$ cat src/rtl/rsput_pkg.sv
`timescale 1ns / 1ps
// ----------------------------------------------------------------------------
// rsput_pkg: shared types and constants of the range sum tree
// Field widths, operation codes and the command / status bundles that join
// the controller and the datapath.
// ----------------------------------------------------------------------------
package rsput_pkg;

   // field widths
   localparam int POS_W      = 11;
   localparam int SUM_W      = 32;
   localparam int REQ_DATA_W = 56;

   // parameter defaults and register reset
   localparam int               DEFAULT_MAX_ELEMENTS = 1024;
   localparam logic [POS_W-1:0] ELEMENTS_RESET       = 11'd1024;

   // operation codes carried in req_tuser
   localparam logic FUNC_QUERY  = 1'b0;
   localparam logic FUNC_UPDATE = 1'b1;

   // controller to datapath commands
   typedef struct packed {
      logic load;      // latch a new request beat, start at the root
      logic clr_step;  // write zero at the clear address, advance it
      logic u_desc;    // step one level down toward the update leaf
      logic u_leaf;    // write the leaf, fetch its sibling
      logic u_asc;     // write one parent sum, fetch the next sibling
      logic q_step;    // visit one node of the query walk
      logic q_finish;  // load the response register
   } dp_cmd_type;

   // datapath to controller status
   typedef struct packed {
      logic req_skip;     // request beat has no work (empty range, bad position)
      logic at_leaf;      // current node covers one element
      logic at_root;      // current node is the root
      logic parent_root;  // parent of the current node is the root
      logic walk_last;    // this query step ends the walk
      logic clear_last;   // clear address is on the last entry
   } dp_status_type;

endpackage

$ cat src/rtl/rsput_ctrl.sv
`timescale 1ns / 1ps
// ----------------------------------------------------------------------------
// rsput_ctrl: range sum tree controller
// Sequences the clear sweep, update descent and ascent, the query walk, and
// owns the response valid flag.
// ----------------------------------------------------------------------------
module rsput_ctrl
   import rsput_pkg::*;
(
   input  logic          clock,
   input  logic          reset,
   input  logic          req_tvalid,
   output logic          req_tready,
   input  logic          req_func,
   input  logic          csr_wr_en,
   output logic          rsp_tvalid,
   input  logic          rsp_tready,
   input  dp_status_type status,
   output dp_cmd_type    cmd
);

   localparam logic [2:0] S_CLEAR = 3'd0;
   localparam logic [2:0] S_IDLE  = 3'd1;
   localparam logic [2:0] S_UDESC = 3'd2;
   localparam logic [2:0] S_UASC  = 3'd3;
   localparam logic [2:0] S_QWALK = 3'd4;
   localparam logic [2:0] S_QDONE = 3'd5;

   logic [2:0] state_ff, state_in;
   logic       rsp_valid_ff, rsp_valid_in;

   assign req_tready = state_ff == S_IDLE;
   assign rsp_tvalid = rsp_valid_ff;

   // next state and commands
   always_comb begin
      state_in     = state_ff;
      cmd          = '0;
      rsp_valid_in = rsp_valid_ff & ~rsp_tready;
      unique case (state_ff)
         S_CLEAR: begin
            cmd.clr_step = 1'b1;
            if (status.clear_last) begin
               state_in = S_IDLE;
            end
         end
         S_IDLE: begin
            if (req_tvalid) begin
               cmd.load = 1'b1;
               if (status.req_skip) begin
                  state_in = (req_func == FUNC_UPDATE) ? S_IDLE : S_QDONE;
               end else begin
                  state_in = (req_func == FUNC_UPDATE) ? S_UDESC : S_QWALK;
               end
            end
         end
         S_UDESC: begin
            if (status.at_leaf) begin
               cmd.u_leaf = 1'b1;
               state_in   = status.at_root ? S_IDLE : S_UASC;
            end else begin
               cmd.u_desc = 1'b1;
            end
         end
         S_UASC: begin
            cmd.u_asc = 1'b1;
            if (status.parent_root) begin
               state_in = S_IDLE;
            end
         end
         S_QWALK: begin
            cmd.q_step = 1'b1;
            if (status.walk_last) begin
               state_in = S_QDONE;
            end
         end
         S_QDONE: begin
            if (!rsp_valid_ff || rsp_tready) begin
               cmd.q_finish = 1'b1;
               rsp_valid_in = 1'b1;
               state_in     = S_IDLE;
            end
         end
         default: begin
            state_in = S_CLEAR;
         end
      endcase
      // a new element count reshapes the tree
      if (csr_wr_en) begin
         state_in = S_CLEAR;
      end
   end

   always_ff @(posedge clock) begin
      if (reset) begin
         state_ff     <= S_CLEAR;
         rsp_valid_ff <= 1'b0;
      end else begin
         state_ff     <= state_in;
         rsp_valid_ff <= rsp_valid_in;
      end
   end

   // every register write is followed by a clear sweep
   assert property (@(posedge clock) disable iff (reset) csr_wr_en |=> (state_ff == S_CLEAR))
      else $error("register write without clear sweep");

   // the response register is loaded only when free or being taken
   assert property (@(posedge clock) disable iff (reset)
      cmd.q_finish |-> (!rsp_valid_ff || rsp_tready))
      else $error("response overwritten");

   // the update ascent never raises a response
   assert property (@(posedge clock) disable iff (reset)
      (state_ff == S_UASC) |=> !$rose(rsp_valid_ff))
      else $error("response raised by an update");

endmodule

$ cat config.mk
export PLATFORM = sky130hd
export DESIGN_NAME = rsput_ctrl
export DESIGN_NICKNAME = d
export VERILOG_FILES = /design/src/rtl/rsput_pkg.sv /design/src/rtl/rsput_ctrl.sv
export SDC_FILE = /design/constraint.sdc
export NUM_CORES = 1
export LEC_CHECK = 0
export BUFFER_PORTS_ARGS = -buffer_cell sky130_fd_sc_hd__buf_2
export CAP_MARGIN = 10
export CORE_AREA = 4 4 41 43
export DETAILED_ROUTE_END_ITERATION = 8
export DIE_AREA = 0 0 45 47
export GPL_TIMING_DRIVEN = 0
export PLACE_DENSITY = 0.56
export SYNTH_ARGS = -nofsm -noshare
export SYNTH_HDL_FRONTEND = slang
export SYNTH_SLANG_ARGS = --single-unit
$ cat constraint.sdc
create_clock -name clock -period 3 [get_ports clock]
set_input_delay 0.75 -clock clock [delete_from_list [all_inputs] [get_ports clock]]
set_output_delay 0.75 -clock clock [all_outputs]
set_load 0.01 [all_outputs]
==> results of run 1 <==
stage by stage:
step / area (um2) / total power [W] / hold slack, ns / instances / util [%]
3_5_place_dp: 440 / 0.0000879 / 0.486 / 78 / 33.8
6_report: 463 / 0.000156 / 0.496 / 81 / 35.6
2_1_floorplan: 322 / 0.0000746 / 0.500 / 43 / -
4_1_cts: 463 / 0.000159 / 0.500 / 81 / 35.6
5_1_grt: 463 / 0.000166 / 0.538 / 81 / 35.6
3_3_place_gp: 440 / 0.0000880 / 0.483 / 78 / 33.8
where the power goes:
group / internal, W / switching, W
Combinational: 0.0000156 / 0.0000159
Clock: 0.0000449 / 0.0000238
Sequential: 0.0000547 / 0.000000980
Total: 0.000115 / 0.0000407
registers in the layout (all words and copies together) (netlist names):
name,flops
state_ff,3
rsp_tvalid,1
layer usage:
layer	GRT usage [%]	up-vias
li1	-	205
met1	13.5	160
met2	12.7	15
met3	4.60	2
met4	5.26	0
met5	0	-
cells by family (layout without fill, tap and decap cells):
kind of cell / count (synthesis) / after routing
flops: 4 / 4
buf+inv: 5 / 28
simple gates: 23 / 23
compound gates: 8 / 8
mux: 3 / 3
critical path, cell delays in order:
cell and delay [ns]:
buf_2 0.10, nor4_1 0.22, buf_2 0.20
cell usage after synthesis (2+ instances only):
cell type	instances
a21oi_1	3
buf_2	2
dfxtp_1	4
inv_1	2
mux2i_1	3
nand2_1	5
nand2b_1	2
nand3_1	2
nor2_1	4
nor3_1	2
nor3b_1	2
how the worst min path moves through the flow:
stage	from	endpoint	slack [ns]	depth (start not counted)
after floorplan	rsp_tvalid	rsp_tvalid	0.50	2
after global routing	rsp_tvalid	rsp_tvalid	0.54	2
final	rsp_tvalid	rsp_tvalid	0.50	2
after detailed placement	rsp_tvalid	rsp_tvalid	0.49	2
after global placement	rsp_tvalid	rsp_tvalid	0.48	2
after CTS	rsp_tvalid	rsp_tvalid	0.50	2
cell type report:
type                       count  area [um2]
inverter                       2        7.51
multi-input combinational     34         216
timing repair buffer          20         100
clock buffer                   3        22.5
buffer                         3        17.5
sequential                     4        80.1
fill                         149         838
tap                           15        18.8
==> metrics.csv, run 1 <==
metric,value,unit
status,completed,
setup_ws,0.979,ns
r2r_cells,4,
cap_violations,0,
mostFrequentLayoutCell,buf_2,
post_drt_wl_per_cell,11.1,um
gp_congestion,0.765,
syn-num-nets,55,
synth_cell_types,23,
cts_sinks,4,
remaining_drc_errors,0,
htreeDepth,1,
cts_buffers,3,
cp.arrival,1.27,ns
irDropWorstVdd,0.0999,mV
skew,0.00279,ns
post-route-period-util,67.4,%
cts_tree,done,
routed_via_density,4.72,
post-cts-setup-buffers,0,
start_util,24.7,%
r2r_slack,1.54,ns
first_pass_iters,3,
fmax,495,MHz
synth-xor-area-share,0,%
root_buffer,clkbuf_4,
postRouteAntennaNets,0,
postSynthAreaPerCell,7.48,um2
hold_viol,0,
ys.flop_type,dfxtp_1,
setup_violations,0,
rsz0062_at_grt,false,
cp_max_fo,2,
cp-end-kind,output port,
antenna_cells,0,
critPathRequiredTime,2.25,ns
critPathKind,input port to output port,
cts_hold_buffers,0,
p_leak,0.230,nW
reg2reg_from,state_ff[2],
syn_inst,43,
synthMuxAreaShare,9.34,%
met3_length,93,um
highest_layer,met4,
grt_pass1_wl,1460,um
clock_path_buffers,2,
hold_class,flop to flop,
syn_to_final_growth,44.0,%
path_clk_slew,0.04,ns
grt_usage,9.89,%
design.core.area,0.00130,mm2
clock_latency,0.24,ns
ys_top_cells_by_area,"dfxtp_1 (25%), mux2i_1 (9.3%), nand2_1 (5.8%), a21oi_1 (4.7%), nor2_1 (4.7%)",
critical_path.startpoint,status[4],
drive_gt1_share,39.4,%
wl_met2,347,um
syn_area,322,um2
grt_pass1_vias,347,
synth_top_area_share,24.9,%
synth_warnings,0,
cp-endpoint,cmd[4],
synthAdderAreaFrac,0,%
pin_count,21,
maxSlewViolCount,0,
tightestPinTransition,0.345,ns
max-slew-margin-rel,76.7,%
synth_top_area_cell,dfxtp_1,
synth-simple-area-share,39.3,%
die_area,0.00212,mm2
num_rows,13,
post_cts_resized,0,
die_h,47,um
dp_slack,0.970,ns
r2r_end,state_ff[0],
post-route-min-period,2.02,ns
overflow,0,
numPortBuffers,20,
start_kind,input port,
synth_edf_count,0,
die_x,45,um
grt_max_degree,11,
seq_area_frac_synth,24.9,%
synth_compound_area_share,18.7,%
finalSetupTns,0,ns
synth-seq-cells,4,
wl_met1,440,um
finalNetCount,80,
num_vias,382,
synth_top_family_by_area,simple AND/OR/NAND/NOR gates,
synth_async_sr_flop_share,0,%
antenna_found_initial,0,
layout_common_cells,"buf_2 (22), nand2_1 (5), nor2_1 (4), dfxtp_1 (4)",
drt-total-wl,896,um
dp_hpwl,674,um
power_density,337,mW/mm2
drt_iter0_drc,10,
Note: power is estimated with default switching activity, not from simulation.
==> run 2, diff against run 1 <==
Settings changed: PLACE_DENSITY 0.56 to 0.58.
Clock period 3 ns to 1.7 ns, I/O delays scaled along.
==> run 2 against run 1 <==
- via count increased by 3.9%
- first-iteration DRC count shrank 50%
- total power grew 77%
- sequential power rose by 77%
- sequential share of layout area decreased by 0.63 points
- non-clock buffer count unchanged
==> metrics.csv, run 2 (synthesized netlist as in run 1, its figures left out) <==
metric,value,unit,change
cp.arrival,1.23,ns,-0.04 ns
hold_depth,2,,unchanged
drt_iter0_drc,5,,-5
post_drt_wl_per_cell,11.6,um,+5.1%
largest_reg_flops,3,,unchanged
finalSetupTns,0,ns,unchanged
cts_tree,done,,
largest_register,state_ff,,
cap_violations,0,,unchanged
skew,0.000427,ns,-0.00236 ns
grt_pass1_vias,402,,+16%
root_buffer,clkbuf_4,,
fin_area,488,um2,+5.4%
antenna_found_initial,0,,unchanged
placed_cell_area,440,um2,unchanged
drt-total-wl,942,um,+5.1%
p_leak,0.232,nW,+0.54%
start_util,24.7,%,unchanged
cp-end-kind,output port,,
fmax,603,MHz,
power_density,566,mW/mm2,+68%
cp_num_cells,3,,unchanged
remaining_drc_errors,0,,unchanged
irDropWorstVdd,0.448,mV,+350%
layout_common_cells,"buf_2 (20), nand2_1 (5), nor2_1 (4), clkbuf_4 (4)",,
num_vias,397,,+3.9%
overflow,0,,unchanged
hold_viol,0,,unchanged
htreeDepth,1,,unchanged
die_h,47,um,unchanged
numPortBuffers,20,,unchanged
design.core.area,0.00130,mm2,unchanged
path_clk_slew,0.04,ns,about the same
rsz0062_at_grt,true,,
finalNetCount,80,,unchanged
setup_violations,0,,unchanged
post-cts-setup-buffers,0,,unchanged
status,completed,,
post-route-min-period,1.66,ns,
dp_slack,0.124,ns,-0.846 ns
cp_top_family,buffers and inverters,,
dp_hpwl,726,um,+7.7%
num_rows,13,,unchanged
cp_max_fo,10,,+8
start_kind,flop,,
cp_num_buf_inv,2,,unchanged
drive_gt1_share,42.4,%,+3.0 points
first_pass_iters,4,,+1
cts_hold_buffers,0,,unchanged
critPathMaxStageDelay,0.31,ns,+0.09 ns
gp_congestion,0.756,,-1.1%
tightestPinTransition,0.349,ns,+0.00424 ns
cts_buffers,3,,unchanged
hold_class,input port to flop,,
antenna_cells,0,,unchanged
grt_usage,11.1,%,+1.2 points
pin_count,21,,unchanged
max-slew-margin-rel,76.7,%,about the same
clock_path_buffers,2,,unchanged
setup_ws,0.0422,ns,-0.937 ns
critPathRequiredTime,1.27,ns,-0.98 ns
cts_sinks,4,,unchanged
post-route-period-util,97.5,%,
mostFrequentLayoutCell,buf_2,,
grt_max_degree,11,,unchanged
syn_to_final_growth,51.8,%,
fillCellCount,146,,-2.0%
die_x,45,um,unchanged
slowest_stage,dfxtp_1,,
path_cells,"clkbuf_4, nor4b_1, buf_2",,
r2r_cells,4,,unchanged
die_area,0.00212,mm2,unchanged
postRouteAntennaNets,0,,unchanged
critPathKind,flop to output port,,
routed_via_density,4.90,,+3.9%
grt_pass1_wl,1700,um,+17%
clock_latency,0.23,ns,about the same
maxSlewViolCount,0,,unchanged
[run 2: cell type report]
class	instances	area, um2	share of cell area [%]
multi-input cells	34	231	47.4
repair buffers	20	100	20.5
flip-flops and latches	4	81.3	16.7
plain buffers	3	26.3	5.38
clock buffers	3	22.5	4.62
well taps	15	18.8	3.85
inverters	2	7.51	1.54
[run 2: path summary, 6_finish.rpt]
check	slack, ns	to	from
worst min register to register	0.48	rsp_tvalid	rsp_tvalid
worst min-delay path	0.39	rsp_tvalid	reset
worst max-delay path	0.04	cmd[3]	state_ff[0]
worst max register to register	0.27	state_ff[0]	state_ff[1]
[run 2: worst register-to-register path, cell delays in order (launching register included)]
cell and delay, ns:
dfxtp_1 0.33, inv_1 0.12, a41o_1 0.21, a2111o_1 0.49
mux2i_1 0.15
[run 2: metal layers]
metal / track usage [%] / routed length (um) / vias up
met4: 1.75 / 0 / 0
li1: - / - / 206
met1: 12.8 / 411 / 175
met5: 0 / 0 / -
met2: 18.4 / 437 / 16
met3: 6.13 / 93 / 0
[run 2: repair_timing]
item                                    4_1_cts  5_1_grt
gates cloned                                  0        0
resized for setup                             1        6
endpoints found under the setup margin        1        4
endpoints found under the hold margin         0        0
[run 2: where the power goes]
part / total (W) / internal [W] / leakage [nW] / switching (W)
logic: 0.0000599 / 0.0000291 / 0.185 / 0.0000308
clock network: 0.000118 / 0.0000790 / 0.0138 / 0.0000391
registers: 0.0000985 / 0.0000967 / 0.0329 / 0.00000178
[run 2: through the flow]
step	cells	hold WS, ns	power (W)	utilization (%)
2_1_floorplan	43	0.494	0.000132	-
3_3_place_gp	78	0.479	0.000155	33.8
3_5_place_dp	78	0.479	0.000156	33.8
4_1_cts	81	0.378	0.000281	36.1
5_1_grt	81	0.393	0.000295	37.5
6_report	81	0.386	0.000276	37.5
==> run 3, diff against run 2 <==
Settings changed: ABC_AREA set to 1, PLACE_DENSITY 0.58 to unset.
==> run 3 against run 2 <==
- core utilization grew 1.8 points
- largest cell class unchanged
- count of clock-buffer cells in the layout unchanged
- sequential share of layout area fell by 0.29 points
- clock skew grew 0.0084 ns
- critical endpoint is now cmd[4]
- critical path depth stayed put
- area after synthesis increased by 6.6%
- first-iteration DRC count rose by 80%
- largest power group is now combinational cells
- worst hold slack worse by 0.031 ns
- synthesized cell count grew 35%
==> metrics.csv, run 3 <==
metric,value,unit,change
critPathKind,flop to output port,,
die_area,0.00212,mm2,unchanged
irDropWorstVdd,0.475,mV,+6.0%
grt_pass1_wl,1350,um,-21%
holdWs,0.355,ns,-0.0312 ns
seq_area_frac_synth,23.4,%,-1.5 points
overflow,0,,unchanged
drt-total-wl,877,um,-6.9%
critPathMaxStageDelay,0.50,ns,+0.19 ns
ys_top_cells_by_area,"dfxtp_1 (23%), nand2_1 (13%), nor2_2 (13%), inv_1 (11%), nor2_1 (7.7%)",,
layout_common_cells,"buf_2 (20), nand2_1 (12), inv_1 (10), nor2_1 (7), nor2_2 (6)",,
min_from,reset,,
synth_async_sr_flop_share,0,%,unchanged
wl_met2,426,um,-2.5%
cp_top_family,flip-flops,,
finalNetCount,96,,+20%
max-slew-margin-rel,77.8,%,+1.1 points
htreeDepth,1,,unchanged
cap_violations,0,,unchanged
cts_buffers,3,,unchanged
start_util,26.3,%,+1.6 points
tightestPinTransition,0.333,ns,-0.0164 ns
slowest_stage,dfxtp_1,,
post-route-util,39.3,%,+1.8 points
cp.arrival,1.20,ns,-0.03 ns
setup_violations,0,,unchanged
syn_inst,58,,+35%
postRouteAntennaNets,0,,unchanged
mostFrequentLayoutCell,buf_2,,
cp_num_buf_inv,1,,-1
syn_area,343,um2,+6.6%
syn-num-nets,70,,+27%
cp-end-kind,output port,,
power_density,683,mW/mm2,+21%
reg2reg_from,state_ff[1],,
drt_iter0_drc,9,,+4
status,completed,,
path_cells,"nand3_2, nor2_4, buf_2",,
grt_pass1_vias,344,,-14%
skew,0.00887,ns,+0.00844 ns
design.core.area,0.00130,mm2,unchanged
num_rows,13,,unchanged
hold_viol,0,,unchanged
yosysMostFrequentCell,nand2_1,,
met3_length,91,um,-2.2%
routed_via_density,4.42,,-9.8%
maxSlewViolCount,0,,unchanged
critPathRequiredTime,1.27,ns,about the same
post-route-period-util,95.7,%,-1.8 points
synth_cell_types,17,,-26%
root_buffer,clkbuf_4,,
die_h,47,um,unchanged
first_pass_iters,4,,unchanged
path_clk_slew,0.04,ns,about the same
wl_met1,359,um,-13%
pin_count,21,,unchanged
r2r_slack,0.41,ns,+0.14 ns
synth_top_area_cell,dfxtp_1,,
post-route-min-period,1.63,ns,-0.0305 ns
gp_congestion,0.808,,+6.8%
cts_tree,done,,
antenna_found_initial,0,,unchanged
cp_max_fo,7,,-3
grt_usage,8.93,%,-2.1 points
start_kind,flop,,
r2r_end,state_ff[2],,
largest_register,state_ff,,
clock_latency,0.24,ns,about the same
die_x,45,um,unchanged
antenna_cells,0,,unchanged
hold_depth,2,,unchanged
netlist_top_cells_count,"nand2_1 (12), inv_1 (10), nor2_1 (7), nor2_2 (7), dfxtp_1 (4)",,
r2r_cells,7,,+3
p_leak,0.282,nW,+22%
numPortBuffers,20,,unchanged
hold_class,input port to flop,,
hold_path_end,rsp_tvalid,,
synth_edf_count,0,,unchanged
highest_layer,met3,,
clock_path_buffers,2,,unchanged
synth-seq-cells,4,,unchanged
num_vias,429,,+8.1%
fmax,615,MHz,+1.9%
grt_max_degree,9,,-2
largest_reg_flops,3,,unchanged
postSynthAreaPerCell,5.91,um2,-21%
dp_hpwl,689,um,-5.2%
ys.flop_type,dfxtp_1,,
syn_to_final_growth,49.3,%,
synth_warnings,0,,unchanged
synth_top_area_share,23.4,%,-1.5 points
post_drt_wl_per_cell,9.04,um,-22%
cts_sinks,4,,unchanged
drive_gt1_share,48.8,%,+6.4 points
remaining_drc_errors,0,,unchanged
[run 3: layout make-up]
type | count | area [um2]
Inverter | 13 | 48.8
Clock buffer | 3 | 22.5
Multi-Input combinational cell | 40 | 223
Fill cell | 170 | 790
Tap cell | 15 | 18.8
Sequential cell | 4 | 83.8
Buffer | 1 | 7.51
Timing Repair Buffer | 21 | 108
[run 3: what timing repair did]
action | CTS | global route
endpoints found under the setup margin | 1 | 3
setup buffers | 0 | 1
hold endpoints to repair | 0 | 0
gates cloned | 0 | 0
pin swaps | 0 | 2
hold buffers | 0 | 0
resized for setup | 1 | 4
[run 3: cells by family (layout without fill, tap and decap cells)]
kind of cell    count (synthesis)  in the layout  synth area share, %
simple gates                   35             35                 52.2
buf+inv                        14             38                 16.4
compound gates                  5              5                 8.03
flops                           4              4                 23.4
[run 3: worst max path at each step]
stage	slack, ns	endpoint	from	cells past startpoint
floorplan	0.28	cmd[6]	state_ff[2]	4
global placement	0.28	cmd[6]	state_ff[0]	5
detailed placement	0.26	cmd[6]	state_ff[0]	5
CTS	0.02	cmd[6]	state_ff[2]	5
global route	-0.04	cmd[4]	state_ff[1]	3
finish	0.07	cmd[4]	state_ff[1]	3
[run 3: worst reg2reg max path, cell delays in order (launching register included)]
cell and delay (ns):
dfxtp_1 0.50, inv_2 0.09, nand3_2 0.10, nor2_2 0.04
nor2_2 0.11, nand3_2 0.13, nor2_1 0.16, nor2_2 0.05
[run 3: through the flow]
step	instances	total power [W]	TNS (ns)	cell area, um2	setup WS, ns
floorplan	58	0.000186	0	343	0.276
global placement	93	0.000222	0	462	0.284
detailed placement	93	0.000223	0	462	0.263
CTS	96	0.000348	0	485	0.0158
global route	97	0.000389	-0.0854	512	-0.0400
finish	97	0.000350	0	512	0.0728
[run 3: power by group]
| part | total, W | internal (W) | leakage (nW) | switching (W) |
|---|---|---|---|---|
| Clock | 0.000118 | 0.0000789 | 0.0138 | 0.0000392 |
| Combinational | 0.000121 | 0.0000501 | 0.235 | 0.0000711 |
| Sequential | 0.000110 | 0.000101 | 0.0333 | 0.00000953 |
[run 3: metal layers]
| layer | up-vias | GRT usage (%) |
|---|---|---|
| met5 | - | 0 |
| met4 | 0 | 1.75 |
| met3 | 0 | 5.75 |
| met2 | 16 | 13.6 |
| met1 | 186 | 10.7 |
| li1 | 227 | - |
